--- src/rtl/core/brfs_pkg.sv ---
// ----------------------------------------------------------------------------
// brfs_pkg
// Shared types and codes of the byte ring FIFO with search: operation and
// status codes, field widths and the control word broadcast to the cells.
// ----------------------------------------------------------------------------
package brfs_pkg;

  // field widths of the item channels
  localparam int unsigned FUNC_W = 3;
  localparam int unsigned BYTE_W = 8;
  localparam int unsigned AMT_W  = 9;
  localparam int unsigned POS_W  = 8;
  localparam int unsigned STAT_W = 2;
  localparam int unsigned FILL_W = 9;

  // operation codes
  localparam logic [FUNC_W-1:0] FUNC_PUSH    = 3'd0;
  localparam logic [FUNC_W-1:0] FUNC_POP     = 3'd1;
  localparam logic [FUNC_W-1:0] FUNC_FLUSH   = 3'd2;
  localparam logic [FUNC_W-1:0] FUNC_DISCARD = 3'd3;
  localparam logic [FUNC_W-1:0] FUNC_FIND    = 3'd4;
  localparam logic [FUNC_W-1:0] FUNC_PEEK    = 3'd5;

  // status codes
  localparam logic [STAT_W-1:0] STAT_OK    = 2'd0;
  localparam logic [STAT_W-1:0] STAT_EMPTY = 2'd1;
  localparam logic [STAT_W-1:0] STAT_FULL  = 2'd2;
  localparam logic [STAT_W-1:0] STAT_RANGE = 2'd3;

  // control broadcast to every cell of the ring
  typedef struct packed {
    logic              shift;      // rotate toward cell 0
    logic              push;       // write push_byte into the cell at the fill index
    logic [BYTE_W-1:0] push_byte;
  } cell_ctrl_t;

endpackage

--- src/rtl/core/brfs_if.sv ---
// ----------------------------------------------------------------------------
// brfs_if
// Valid/ready channels of the byte ring FIFO: command items in, result
// items out.
// ----------------------------------------------------------------------------
interface brfs_in_if;
  logic                          valid;
  logic                          ready;
  logic [brfs_pkg::FUNC_W-1:0]   func;
  logic [brfs_pkg::BYTE_W-1:0]   data_byte;
  logic [brfs_pkg::AMT_W-1:0]    amount;
  logic [brfs_pkg::POS_W-1:0]    position;

  modport source (output valid, func, data_byte, amount, position, input ready);
  modport sink   (input valid, func, data_byte, amount, position, output ready);
endinterface

interface brfs_out_if;
  logic                          valid;
  logic                          ready;
  logic [brfs_pkg::STAT_W-1:0]   status;
  logic [brfs_pkg::BYTE_W-1:0]   data_out;
  logic [brfs_pkg::POS_W-1:0]    found_position;
  logic [brfs_pkg::FILL_W-1:0]   fill_level;
  logic                          last;

  modport source (output valid, status, data_out, found_position, fill_level, last,
                  input ready);
  modport sink   (input valid, status, data_out, found_position, fill_level, last,
                  output ready);
endinterface

--- src/rtl/core/brfs_cell.sv ---
// ----------------------------------------------------------------------------
// brfs_cell
// One byte cell of the ring. Takes its neighbor's byte on a rotate, or the
// pushed byte when the fill index points at this cell.
// ----------------------------------------------------------------------------
module brfs_cell #(
  parameter int unsigned AW  = 8,
  parameter int unsigned IDX = 0
) (
  input  logic                        clk_i,
  input  brfs_pkg::cell_ctrl_t        ctrl_i,
  input  logic [AW-1:0]               wr_idx_i,
  input  logic [brfs_pkg::BYTE_W-1:0] nbr_i,
  output logic [brfs_pkg::BYTE_W-1:0] data_o
);

  logic [brfs_pkg::BYTE_W-1:0] data_q;
  logic                        wr_sel;

  // this cell is the first free slot
  assign wr_sel = ctrl_i.push && (wr_idx_i == AW'(IDX));

  // payload only, no reset
  always_ff @(posedge clk_i) begin
    if (wr_sel) begin
      data_q <= ctrl_i.push_byte;
    end else if (ctrl_i.shift) begin
      data_q <= nbr_i;
    end
  end

  assign data_o = data_q;

endmodule

--- src/rtl/core/byte_ring_fifo_with_search_unit.sv ---
// ----------------------------------------------------------------------------
// byte_ring_fifo_with_search_unit
// Byte FIFO built as a rotating ring of DEPTH cells. Outside a find or peek
// lap, cell 0 holds the oldest byte; push writes the cell at the fill level,
// pop and discard rotate the ring, find and peek rotate it once all the way round.
// ----------------------------------------------------------------------------
//
//  channel | dir | handshake     | payload
//  --------+-----+---------------+------------------------------------------
//  in_i    | in  | valid / ready | func, data_byte, amount, position
//  out_o   | out | valid / ready | status, data_out, found_position,
//          |     |               | fill_level, last
//
//  Push, flush, unused codes, out-of-range find/peek: result registered from
//  the item. Pop of n bytes: n results, one per cycle and one ring rotate
//  each, the first loaded after the sequencer enters the pop state. Discard
//  of n bytes: result at once, then one rotate per byte before the next
//  item. Find/peek: a lap of DEPTH rotates, result loaded at the lap's end.
//  Reset clears level, sequencer and result valid only; cell bytes stay
//  undefined. A stalled result register holds the ring still during a pop.
// ----------------------------------------------------------------------------
module byte_ring_fifo_with_search_unit #(
  parameter int unsigned DEPTH   = 256,
  parameter int unsigned MAX_POP = 64
) (
  input  logic        clk_i,
  input  logic        rst_ni,
  brfs_in_if.sink     in_i,
  brfs_out_if.source  out_o
);

  localparam int unsigned AW = (DEPTH > 1) ? $clog2(DEPTH) : 1;
  localparam int unsigned LW = $clog2(DEPTH + 1);
  localparam int unsigned CW = (LW > brfs_pkg::AMT_W) ? LW : brfs_pkg::AMT_W;

  // sequencer states
  localparam logic [1:0] S_IDLE = 2'd0;
  localparam logic [1:0] S_POP  = 2'd1;
  localparam logic [1:0] S_DISC = 2'd2;
  localparam logic [1:0] S_SCAN = 2'd3;

  logic [1:0]    state_q, state_d;
  logic [LW-1:0] level_q, level_d;
  logic [LW-1:0] cnt_q, cnt_d;

  // scan operands and partial results
  logic                        is_find_q, is_find_d;
  logic [brfs_pkg::POS_W-1:0]  pos_q, pos_d;
  logic [brfs_pkg::BYTE_W-1:0] key_q, key_d;
  logic                        hit_q, hit_d;
  logic [brfs_pkg::POS_W-1:0]  hit_pos_q, hit_pos_d;
  logic [brfs_pkg::BYTE_W-1:0] peek_q, peek_d;

  // result register
  logic                        out_valid_q, out_valid_d;
  logic [brfs_pkg::STAT_W-1:0] out_status_q, out_status_d;
  logic [brfs_pkg::BYTE_W-1:0] out_data_q, out_data_d;
  logic [brfs_pkg::POS_W-1:0]  out_found_q, out_found_d;
  logic [brfs_pkg::FILL_W-1:0] out_fill_q, out_fill_d;
  logic                        out_last_q, out_last_d;
  logic                        out_ld;
  logic                        out_free;

  logic                        in_ready;
  logic                        in_acc;
  brfs_pkg::cell_ctrl_t        cell_ctrl;
  logic [brfs_pkg::BYTE_W-1:0] cell_data [DEPTH];

  // widened views for compares
  logic [CW-1:0] level_ext, level_d_ext, cnt_ext, amt_ext, in_pos_ext, pos_ext;
  logic [CW-1:0] pop_n, disc_n;
  logic          scan_end;
  logic          scan_at_pos;
  logic          find_now;

  assign level_ext   = CW'(level_q);
  assign level_d_ext = CW'(level_d);
  assign cnt_ext     = CW'(cnt_q);
  assign amt_ext     = CW'(in_i.amount);
  assign in_pos_ext  = CW'(in_i.position);
  assign pos_ext     = CW'(pos_q);

  // pop count: amount clamped to MAX_POP and to the level
  always_comb begin
    pop_n = amt_ext;
    if (pop_n > CW'(MAX_POP)) begin
      pop_n = CW'(MAX_POP);
    end
    if (pop_n > level_ext) begin
      pop_n = level_ext;
    end
  end

  assign disc_n = (amt_ext > level_ext) ? level_ext : amt_ext;

  // scan step: cell 0 holds the entry at offset cnt_q
  assign scan_end    = (cnt_q == LW'(DEPTH - 1));
  assign scan_at_pos = (cnt_ext == pos_ext);
  assign find_now    = !hit_q && (cnt_ext >= pos_ext) && (cnt_ext < level_ext) &&
                       (cell_data[0] == key_q);

  assign out_free = !out_valid_q || out_o.ready;
  assign in_ready = (state_q == S_IDLE) && out_free;
  assign in_acc   = in_i.valid && in_ready;

  // sequencer
  always_comb begin
    state_d      = state_q;
    level_d      = level_q;
    cnt_d        = cnt_q;
    is_find_d    = is_find_q;
    pos_d        = pos_q;
    key_d        = key_q;
    hit_d        = hit_q;
    hit_pos_d    = hit_pos_q;
    peek_d       = peek_q;
    out_ld       = 1'b0;
    out_status_d = brfs_pkg::STAT_OK;
    out_data_d   = '0;
    out_found_d  = '0;
    out_last_d   = 1'b1;
    cell_ctrl.shift     = 1'b0;
    cell_ctrl.push      = 1'b0;
    cell_ctrl.push_byte = in_i.data_byte;

    unique case (state_q)
      S_IDLE: begin
        if (in_acc) begin
          out_ld = 1'b1;
          unique case (in_i.func)
            brfs_pkg::FUNC_PUSH: begin
              if (level_ext >= CW'(DEPTH)) begin
                out_status_d = brfs_pkg::STAT_FULL;
              end else begin
                cell_ctrl.push = 1'b1;
                level_d        = level_q + LW'(1);
              end
            end
            brfs_pkg::FUNC_POP: begin
              if (level_q == '0) begin
                out_status_d = brfs_pkg::STAT_EMPTY;
              end else if (pop_n != '0) begin
                // results stream from the pop state
                out_ld  = 1'b0;
                level_d = level_q - pop_n[LW-1:0];
                cnt_d   = pop_n[LW-1:0];
                state_d = S_POP;
              end
            end
            brfs_pkg::FUNC_FLUSH: begin
              level_d = '0;
            end
            brfs_pkg::FUNC_DISCARD: begin
              level_d = level_q - disc_n[LW-1:0];
              if (disc_n != '0) begin
                cnt_d   = disc_n[LW-1:0];
                state_d = S_DISC;
              end
            end
            brfs_pkg::FUNC_FIND, brfs_pkg::FUNC_PEEK: begin
              if (in_pos_ext >= level_ext) begin
                out_status_d = brfs_pkg::STAT_RANGE;
              end else begin
                out_ld    = 1'b0;
                is_find_d = (in_i.func == brfs_pkg::FUNC_FIND);
                pos_d     = in_i.position;
                key_d     = in_i.data_byte;
                hit_d     = 1'b0;
                cnt_d     = '0;
                state_d   = S_SCAN;
              end
            end
            default: begin
              // unused codes: plain ok result
            end
          endcase
        end
      end

      S_POP: begin
        if (out_free) begin
          out_ld          = 1'b1;
          out_data_d      = cell_data[0];
          out_last_d      = (cnt_q == LW'(1));
          cell_ctrl.shift = 1'b1;
          cnt_d           = cnt_q - LW'(1);
          if (cnt_q == LW'(1)) begin
            state_d = S_IDLE;
          end
        end
      end

      S_DISC: begin
        cell_ctrl.shift = 1'b1;
        cnt_d           = cnt_q - LW'(1);
        if (cnt_q == LW'(1)) begin
          state_d = S_IDLE;
        end
      end

      S_SCAN: begin
        cell_ctrl.shift = 1'b1;
        cnt_d           = cnt_q + LW'(1);
        if (find_now) begin
          hit_d     = 1'b1;
          hit_pos_d = cnt_ext[brfs_pkg::POS_W-1:0];
        end
        if (scan_at_pos) begin
          peek_d = cell_data[0];
        end
        if (scan_end) begin
          // full lap done, ring back in order
          out_ld  = 1'b1;
          state_d = S_IDLE;
          if (is_find_q) begin
            if (hit_q) begin
              out_found_d = hit_pos_q;
            end else if (find_now) begin
              out_found_d = cnt_ext[brfs_pkg::POS_W-1:0];
            end else begin
              out_status_d = brfs_pkg::STAT_EMPTY;
            end
          end else begin
            out_data_d = scan_at_pos ? cell_data[0] : peek_q;
          end
        end
      end

      default: begin
        state_d = S_IDLE;
      end
    endcase
  end

  assign out_fill_d  = level_d_ext[brfs_pkg::FILL_W-1:0];
  assign out_valid_d = out_ld ? 1'b1 : (out_o.ready ? 1'b0 : out_valid_q);

  // control registers
  always_ff @(posedge clk_i or negedge rst_ni) begin
    if (!rst_ni) begin
      state_q     <= S_IDLE;
      level_q     <= '0;
      cnt_q       <= '0;
      out_valid_q <= 1'b0;
    end else begin
      state_q     <= state_d;
      level_q     <= level_d;
      cnt_q       <= cnt_d;
      out_valid_q <= out_valid_d;
    end
  end

  // payload registers
  always_ff @(posedge clk_i) begin
    is_find_q <= is_find_d;
    pos_q     <= pos_d;
    key_q     <= key_d;
    hit_q     <= hit_d;
    hit_pos_q <= hit_pos_d;
    peek_q    <= peek_d;
    if (out_ld) begin
      out_status_q <= out_status_d;
      out_data_q   <= out_data_d;
      out_found_q  <= out_found_d;
      out_fill_q   <= out_fill_d;
      out_last_q   <= out_last_d;
    end
  end

  // ring of cells, each fed by its upper neighbor
  for (genvar k = 0; k < DEPTH; k++) begin : g_cell
    brfs_cell #(
      .AW  (AW),
      .IDX (k)
    ) u_cell (
      .clk_i    (clk_i),
      .ctrl_i   (cell_ctrl),
      .wr_idx_i (level_q[AW-1:0]),
      .nbr_i    (cell_data[(k + 1) % DEPTH]),
      .data_o   (cell_data[k])
    );
  end

  assign in_i.ready           = in_ready;
  assign out_o.valid          = out_valid_q;
  assign out_o.status         = out_status_q;
  assign out_o.data_out       = out_data_q;
  assign out_o.found_position = out_found_q;
  assign out_o.fill_level     = out_fill_q;
  assign out_o.last           = out_last_q;

  // level never passes the ring size
  a_level_bound: assert property (@(posedge clk_i) disable iff (!rst_ni)
    level_q <= LW'(DEPTH))
    else $error("fill level above depth");

  // a non-final result only exists while a pop streams
  a_mid_result_in_pop: assert property (@(posedge clk_i) disable iff (!rst_ni)
    (out_valid_q && !out_last_q) |-> (state_q == S_POP))
    else $error("non-final result outside pop");

  // result register is free when a scan lap completes
  a_scan_end_free: assert property (@(posedge clk_i) disable iff (!rst_ni)
    (state_q == S_SCAN && scan_end) |-> !out_valid_q)
    else $error("result register busy at scan end");

  // a completed scan returns to idle with a result pending
  a_scan_exit: assert property (@(posedge clk_i) disable iff (!rst_ni)
    (state_q == S_SCAN && scan_end) |=> (state_q == S_IDLE && out_valid_q))
    else $error("scan did not finish");

endmodule
--- src/flat_wrapper.sv ---
// flat-port wrapper written by rule: the top's interface ports become plain ports
module byte_ring_fifo_with_search_unit_flat 
#(
  parameter int unsigned DEPTH   = 256,
  parameter int unsigned MAX_POP = 64
)
  (clk_i, rst_ni, in_i_valid, in_i_func, in_i_data_byte, in_i_amount, in_i_position, in_i_ready, out_o_valid, out_o_status, out_o_data_out, out_o_found_position, out_o_fill_level, out_o_last, out_o_ready);
  brfs_in_if in_i_i ();
  brfs_out_if out_o_i ();
  input  logic clk_i;
  input  logic rst_ni;
  input wire logic [$bits(in_i_i.valid)-1:0] in_i_valid;
  input wire logic [$bits(in_i_i.func)-1:0] in_i_func;
  input wire logic [$bits(in_i_i.data_byte)-1:0] in_i_data_byte;
  input wire logic [$bits(in_i_i.amount)-1:0] in_i_amount;
  input wire logic [$bits(in_i_i.position)-1:0] in_i_position;
  output wire logic [$bits(in_i_i.ready)-1:0] in_i_ready;
  output wire logic [$bits(out_o_i.valid)-1:0] out_o_valid;
  output wire logic [$bits(out_o_i.status)-1:0] out_o_status;
  output wire logic [$bits(out_o_i.data_out)-1:0] out_o_data_out;
  output wire logic [$bits(out_o_i.found_position)-1:0] out_o_found_position;
  output wire logic [$bits(out_o_i.fill_level)-1:0] out_o_fill_level;
  output wire logic [$bits(out_o_i.last)-1:0] out_o_last;
  input wire logic [$bits(out_o_i.ready)-1:0] out_o_ready;
  assign in_i_i.valid = in_i_valid;
  assign in_i_i.func = in_i_func;
  assign in_i_i.data_byte = in_i_data_byte;
  assign in_i_i.amount = in_i_amount;
  assign in_i_i.position = in_i_position;
  assign in_i_ready = in_i_i.ready;
  assign out_o_valid = out_o_i.valid;
  assign out_o_status = out_o_i.status;
  assign out_o_data_out = out_o_i.data_out;
  assign out_o_found_position = out_o_i.found_position;
  assign out_o_fill_level = out_o_i.fill_level;
  assign out_o_last = out_o_i.last;
  assign out_o_i.ready = out_o_ready;
  byte_ring_fifo_with_search_unit #(.DEPTH(DEPTH), .MAX_POP(MAX_POP)) u_core (.clk_i(clk_i), .rst_ni(rst_ni), .in_i(in_i_i), .out_o(out_o_i));
endmodule
--- config.mk ---
export PLATFORM = sky130hd
export DESIGN_NAME = byte_ring_fifo_with_search_unit_flat
export DESIGN_NICKNAME = d
export VERILOG_FILES = /design/src/rtl/core/brfs_pkg.sv /design/src/rtl/core/brfs_if.sv /design/src/rtl/core/brfs_cell.sv /design/src/rtl/core/byte_ring_fifo_with_search_unit.sv /design/src/flat_wrapper.sv
export SDC_FILE = /design/constraint.sdc
export NUM_CORES = 2
export LEC_CHECK = 0
export ABC_CLOCK_PERIOD_IN_PS = 48000
export BUFFER_PORTS_ARGS = -buffer_cell sky130_fd_sc_hd__buf_2
export CAP_MARGIN = 20
export CORE_ASPECT_RATIO = 1.5
export CORE_MARGIN = 5
export CORE_UTILIZATION = 55
export CTS_CLUSTER_SIZE = 28
export DETAILED_ROUTE_END_ITERATION = 10
export PLACE_DENSITY_LB_ADDON = 0.25
export SYNTH_ARGS = -nofsm -noshare
export SYNTH_HDL_FRONTEND = slang
export SYNTH_HIERARCHICAL = 1
export SYNTH_SLANG_ARGS = --single-unit
--- constraint.sdc ---
create_clock -name clk_i -period 48 [get_ports clk_i]
set_clock_uncertainty 0.15 [all_clocks]
set_input_delay 7.2 -clock clk_i [delete_from_list [all_inputs] [get_ports clk_i]]
set_output_delay 7.2 -clock clk_i [all_outputs]
set_load 0.02 [all_outputs]
Yosys cells after proc, flatten, opt, wreduce, memory -nomap -nowiden
Cells that the tools add are included.

operators by class
  divide/modulo/power cells = 0
  add/sub/neg operators = 5
  bitwise logic cells = 1
  shifts and indexed selects = 0
  equality and inequality tests = 278
  $lt $le $gt $ge = 7
  muxes and demuxes = 576
  reductions and logical operators = 537
  multipliers = 0

operators with widths
  operator               count
  $mux W8                518
  $eq A8 B8 Y1 const B   128
  $reduce_bool A2 Y1     258
  $eq A8 B7 Y1 const B   64
  $logic_and A1 B1 Y1    261
  $eq A8 B6 Y1 const B   32
  $eq A8 B5 Y1 const B   16
  $mux W9                14
  $pmux W9 S4            2
  $eq A8 B4 Y1 const B   8
  $eq A8 B3 Y1 const B   4
  $mux W2                14
  $pmux W9 S3            1
  $add A9 B1 Y9 const B  2
  $gt A9 B9 Y1           2
  $mux W1                18
  $reduce_bool A9 Y1     2
  $sub A9 B9 Y9          2
  $eq A8 B2 Y1 const B   2
  $pmux W8 S2            1
  $ne A3 B3 Y1 const B   4
  $pmux W2 S3            2
  $eq A9 B1 Y1 const B   1
  $eq A9 B8 Y1           1
  35 further kinds       47

storage, ports and cells
  input bits = 32
  word-level logic and storage cells = 1675
  bits in read-only memories = 0
  bits in registers = 2131
  memory bits (writable) = 0
  memories kept = 0
  output and inout port bits = 30
  bits in latches = 0

Depth between registers and ports, before layout
  word-level depth = 11
  mapped depth = 21

Hierarchy
Netlist, hierarchy kept.

by module, submodules not included
  module                                      cells each  area an instance (um^2)  seq. area each (um^2)  times used
  brfs_cell at u_core.g_cell[100].u_cell ...  20          390.4                    240.2                  59
  brfs_cell at u_core.g_cell[117].u_cell ...  21          376.6                    240.2                  26
  brfs_cell at u_core.g_cell[11].u_cell ...   20          387.9                    240.2                  23
  brfs_cell at u_core.g_cell[119].u_cell ...  21          389.1                    240.2                  17
  brfs_cell at u_core.g_cell[17].u_cell ...   20          392.9                    240.2                  16
  byte_ring_fifo_with_search_unit             630         6261.0                   2387.3                 1
  brfs_cell at u_core.g_cell[103].u_cell ...  21          404.1                    240.2                  14
  brfs_cell at u_core.g_cell[109].u_cell ...  21          391.6                    240.2                  12
  brfs_cell at u_core.g_cell[116].u_cell ...  20          402.9                    240.2                  9
  brfs_cell at u_core.g_cell[113].u_cell ...  20          389.1                    240.2                  9
  brfs_cell at u_core.g_cell[111].u_cell ...  21          374.1                    240.2                  8
  brfs_cell at u_core.g_cell[135].u_cell ...  21          371.6                    240.2                  7
  brfs_cell at u_core.g_cell[147].u_cell ...  21          401.6                    240.2                  5
  brfs_cell at u_core.g_cell[144].u_cell ...  20          399.1                    240.2                  5
  18 more rows                                n/a         n/a                      n/a                    n/a

Worst setup path after synthesis
Ideal clock, no wire load.

  path type = input to register
  start point = in out_o_ready
  end point = reg u_core.g_cell[0].u_cell.data_q, in the netlist u_core/g_cell[0].u_cell/data_o[0], data pin
  stages = 6
  required time = 47558 ps
  slack = 5148 ps
  arrival = 42410 ps
  setup time = 292 ps
  path buffers = 0
  cells stage by stage = nand2b_1 -> and2_1 -> nand2_1 -> nor3_1 -> nand4b_2 -> mux2_2

RTL lines
  what                  RTL line            RTL
  start, declared       flat_wrapper.sv:24  input wire logic [$bits(out_o_i.ready)-1:0] out_o_ready;
  end signal, assigned  brfs_cell.sv:26     data_q <= ctrl_i.push_byte;
  end signal, assigned  brfs_cell.sv:28     data_q <= nbr_i;
  end, declared         brfs_cell.sv:17     logic [brfs_pkg::BYTE_W-1:0] data_q;

Final worst setup path
  start point = in out_o_ready
  end point = out in_i_ready

between the ends
  word-level cells in the longest chain between the ends = 2

RTL lines
  what                 RTL line                                RTL
  $logic_or A1 B1 Y1   byte_ring_fifo_with_search_unit.sv:102  assign out_free = !out_valid_q || out_o.ready;
  $logic_and A1 B1 Y1  byte_ring_fifo_with_search_unit.sv:103  assign in_ready = (state_q == S_IDLE) && out_free;
  end, declared        flat_wrapper.sv:17                      output wire logic [$bits(in_i_i.ready)-1:0] in_i_ready;

No other way between the ends.

==> metrics.yaml <==
async_reset_ff_share_pct: 0.9855
clk_latency_ns: 0.84
n_fill_cell: 13850
num_rows: 197
synth_area_leaders: "edfxtp_1 (60%), mux2_2 (19%), mux2_4 (3.6%), nor4_4 (1.9%), nand4b_4 (1.9%)"
vdd_drop_max_v: 0.00003726
power.density_mw_per_mm2: 64.73
drt_iter0_drc: 3842
utilization_pct: 60.45
met2_usage_pct: 37.28
stdcell_count: 8785
grt_pass1_wl_mm: 338.5
fin_area_mm2: 0.1159
max_freq_ghz: 0.06599
vias: 54130
hold_viol: 0
r2r-end: "u_core/g_cell[67].u_cell/data_o[0]"
fp.dieW_um: 368.0
drive_above_1_share_pct: 47.98
grt-ovfl-total: 0
whs_ns: 0.3593
multi_input_area_mm2: 0.04130
setup_viol: 0
final_max_slew_viol_count: 0
dp_slack_ns: 32.85
hpwlAfterDp_mm: 119.6
clkPwrFrac_pct: 21.0
critical_path_class: "input pin to output port"
grt_max_degree: 174
rrSetupSlack_ns: 42.14
avgViaCountPerCell: 6.162
synth_edf_count: 2110
yosysTopAreaCell: "edfxtp_1"
ant_nets: 0
fin_setup_tns_ns: 0
clock_sinks: 2131
whs_path_depth: 1
place_congestion: 0.8905
timing.rr.start: "u_core/state_q[0]"
rsz0062_at_grt: "false"
crit_path_end: "in_i_ready"
ios: 62
synth_area_mm2: 0.1058
switching_share_pct: 30.42
core_mm2: 0.1918
antenna_found_initial: 1
post_synth.cell_area_avg_um2: 18.05
synth.ff_latch_count: 2131
most-common-layout-cells: "edfxtp_1 (2110), mux2_2 (1803), mux2_4 (257)"
routedWlPerCell_um: 24.36
ys_seq_area_share_pct: 60.41
route.detailed.drc: 0
dp_cells: 8424
r2r_cells: 12
use_met1_pct: 27.09
cts_buffer_depth: 4
first_pass_iters: 7
dpl_cell_area_mm2: 0.1095
grt.met3_usage_pct: 2.396
cts_resized: 0
synth_top_area_share_pct: 59.91
leakage_nw: 42.12
yosysWarnings: 6
synthCells: 5858
layout_commonest_cell: "edfxtp_1"
wirelength_mm: 214.0
status: "completed"
critPathCaptureType: "output port"
required_ns: 40.65
ys_types: 86
setup_ws_ns: 32.85
drv_cap: 0
layout.nets: 6245
port_buffers: 61
fin_crit_ns: 15.15
die_y_um: 547.0
track_usage_pct: 20.86
hold_buffers: 0
pwr-share-seq_pct: 49.1
numCtsBuffers: 203
p_switching_mw: 2.282
h-tree-depth: 4
area_delta_synth_final_pct: 9.621
grt-busiest-layer: "met2"
startpoint_type: "input pin"
comb_power_share_pct: 30.0
yosys_most_used_dff: "edfxtp_1"
die_area_mm2: 0.2013
tightest_slew_ns: 1.104
cts_tree: "built"
cts.clk_slew.worst_paths_ns: 0.06
cts_setup_buffers: 0
cp_max_fo: 3
finalCritPeriodShare_pct: 31.57
hp-class: "flip-flop to flip-flop"
start_util_pct: 55.15
power_mw: 7.504
slew_headroom_pct: 26.42
seqCellArea_mm2: 0.06392
root_buffer: "clkbuf_16"
cp.arrival_ns: 7.80
grt_pass1_vias: 57430
internal_power_mw: 5.221
crit_start: "out_o_ready"
==> routing by layer <==
layer / vias up / part of all wire (%)
li1: 24400 / -
met1: 28280 / 42
met2: 1115 / 52
met3: 332 / 3.7
met4: 0 / 2.5
met5: - / 0
==> synth_stat cells (11+ instances only) <==
cell type,instances
edfxtp_1,2110
mux2_2,1803
mux2_4,257
nand2_1,172
or2b_1,144
or2_2,113
nor4_4,96
nand4_4,91
nand4b_4,85
and4bb_1,74
ha_1,69
nor4b_4,53
nor3b_1,50
inv_1,45
nand4_1,44
nor2_1,43
nor3_1,38
nor3b_4,37
o21ai_0,35
nand3_1,30
nor3_4,30
buf_6,29
mux2i_1,25
nand2b_1,25
nand4bb_1,25
clkbuf_1,24
a21oi_1,21
dfrtp_1,21
xnor2_1,20
and3b_1,19
nand3b_1,19
a22o_1,15
or4_1,13
a21o_1,12
and2_1,11
==> layout make-up <==
type | instances | area share [%]
antenna | 2 | 0.004317
clock buffer | 235 | 4.522
clock inverter | 124 | 0.9875
inverter | 45 | 0.1457
multi-input combinational | 3628 | 35.62
sequential | 2131 | 55.13
tap | 2487 | 2.684
timing repair buffer | 133 | 0.8990
==> registers in the layout, indices dropped and copies added, names as in the netlist <==
name and flops:
u_core/g_cell.u_cell/data_o 2048, u_core/cnt_ext 9, u_core/level_ext 9, u_core/out_o.fill_level 9, u_core/hit_pos_q 8, u_core/key_q 8
u_core/out_o.data_out 8, u_core/out_o.found_position 8, u_core/peek_q 8, u_core/pos_q 8, u_core/out_o.status 2, u_core/state_q 2
u_core/hit_q 1, u_core/is_find_q 1, u_core/out_o.last 1, u_core/out_o.valid 1
==> power by group through the flow <==
| stage | combinational, mW | clock (mW) | sequential [mW] |
|---|---|---|---|
| after floorplan | 1.64 | 0 | 3.74 |
| after global placement | 2.16 | 0 | 3.70 |
| after detailed placement | 2.24 | 0 | 3.70 |
| after CTS | 2.25 | 1.62 | 3.69 |
| after global routing | 2.41 | 1.69 | 3.75 |
| final | 2.25 | 1.57 | 3.68 |
==> worst max-delay path, cell delays in order <==
cell	delay [ns]
buf_2	0.10
nand2b_1	0.16
and2_1	0.18
buf_2	0.16
==> worst min path at each step <==
stage | start | endpoint | slack, ns
2_1_floorplan | u_core/cnt_ext[2] | u_core/hit_pos_q[2] | 0.32
3_3_place_gp | u_core/g_cell[217].u_cell/data_o[7] | u_core/g_cell[216].u_cell/data_o[7] | 0.38
3_5_place_dp | u_core/g_cell[57].u_cell/data_o[4] | u_core/g_cell[56].u_cell/data_o[4] | 0.38
4_1_cts | u_core/g_cell[212].u_cell/data_o[2] | u_core/g_cell[211].u_cell/data_o[2] | 0.36
5_1_grt | u_core/g_cell[212].u_cell/data_o[1] | u_core/g_cell[211].u_cell/data_o[1] | 0.37
6_report | u_core/g_cell[212].u_cell/data_o[2] | u_core/g_cell[211].u_cell/data_o[2] | 0.36
==> kinds of logic after synthesis <==
| family | count (synthesis) | share of synthesized area (%) |
|---|---|---|
| buf+inv | 100 | 0.5620 |
| simple gates | 1291 | 13.81 |
| other cells | 1 | 0.003546 |
| flops | 2131 | 60.41 |
| compound gates | 149 | 1.031 |
| fa+ha+maj | 71 | 0.8542 |
| xor+xnor | 30 | 0.2485 |
| mux | 2085 | 23.08 |
Power figures use the tool's default switching activity.
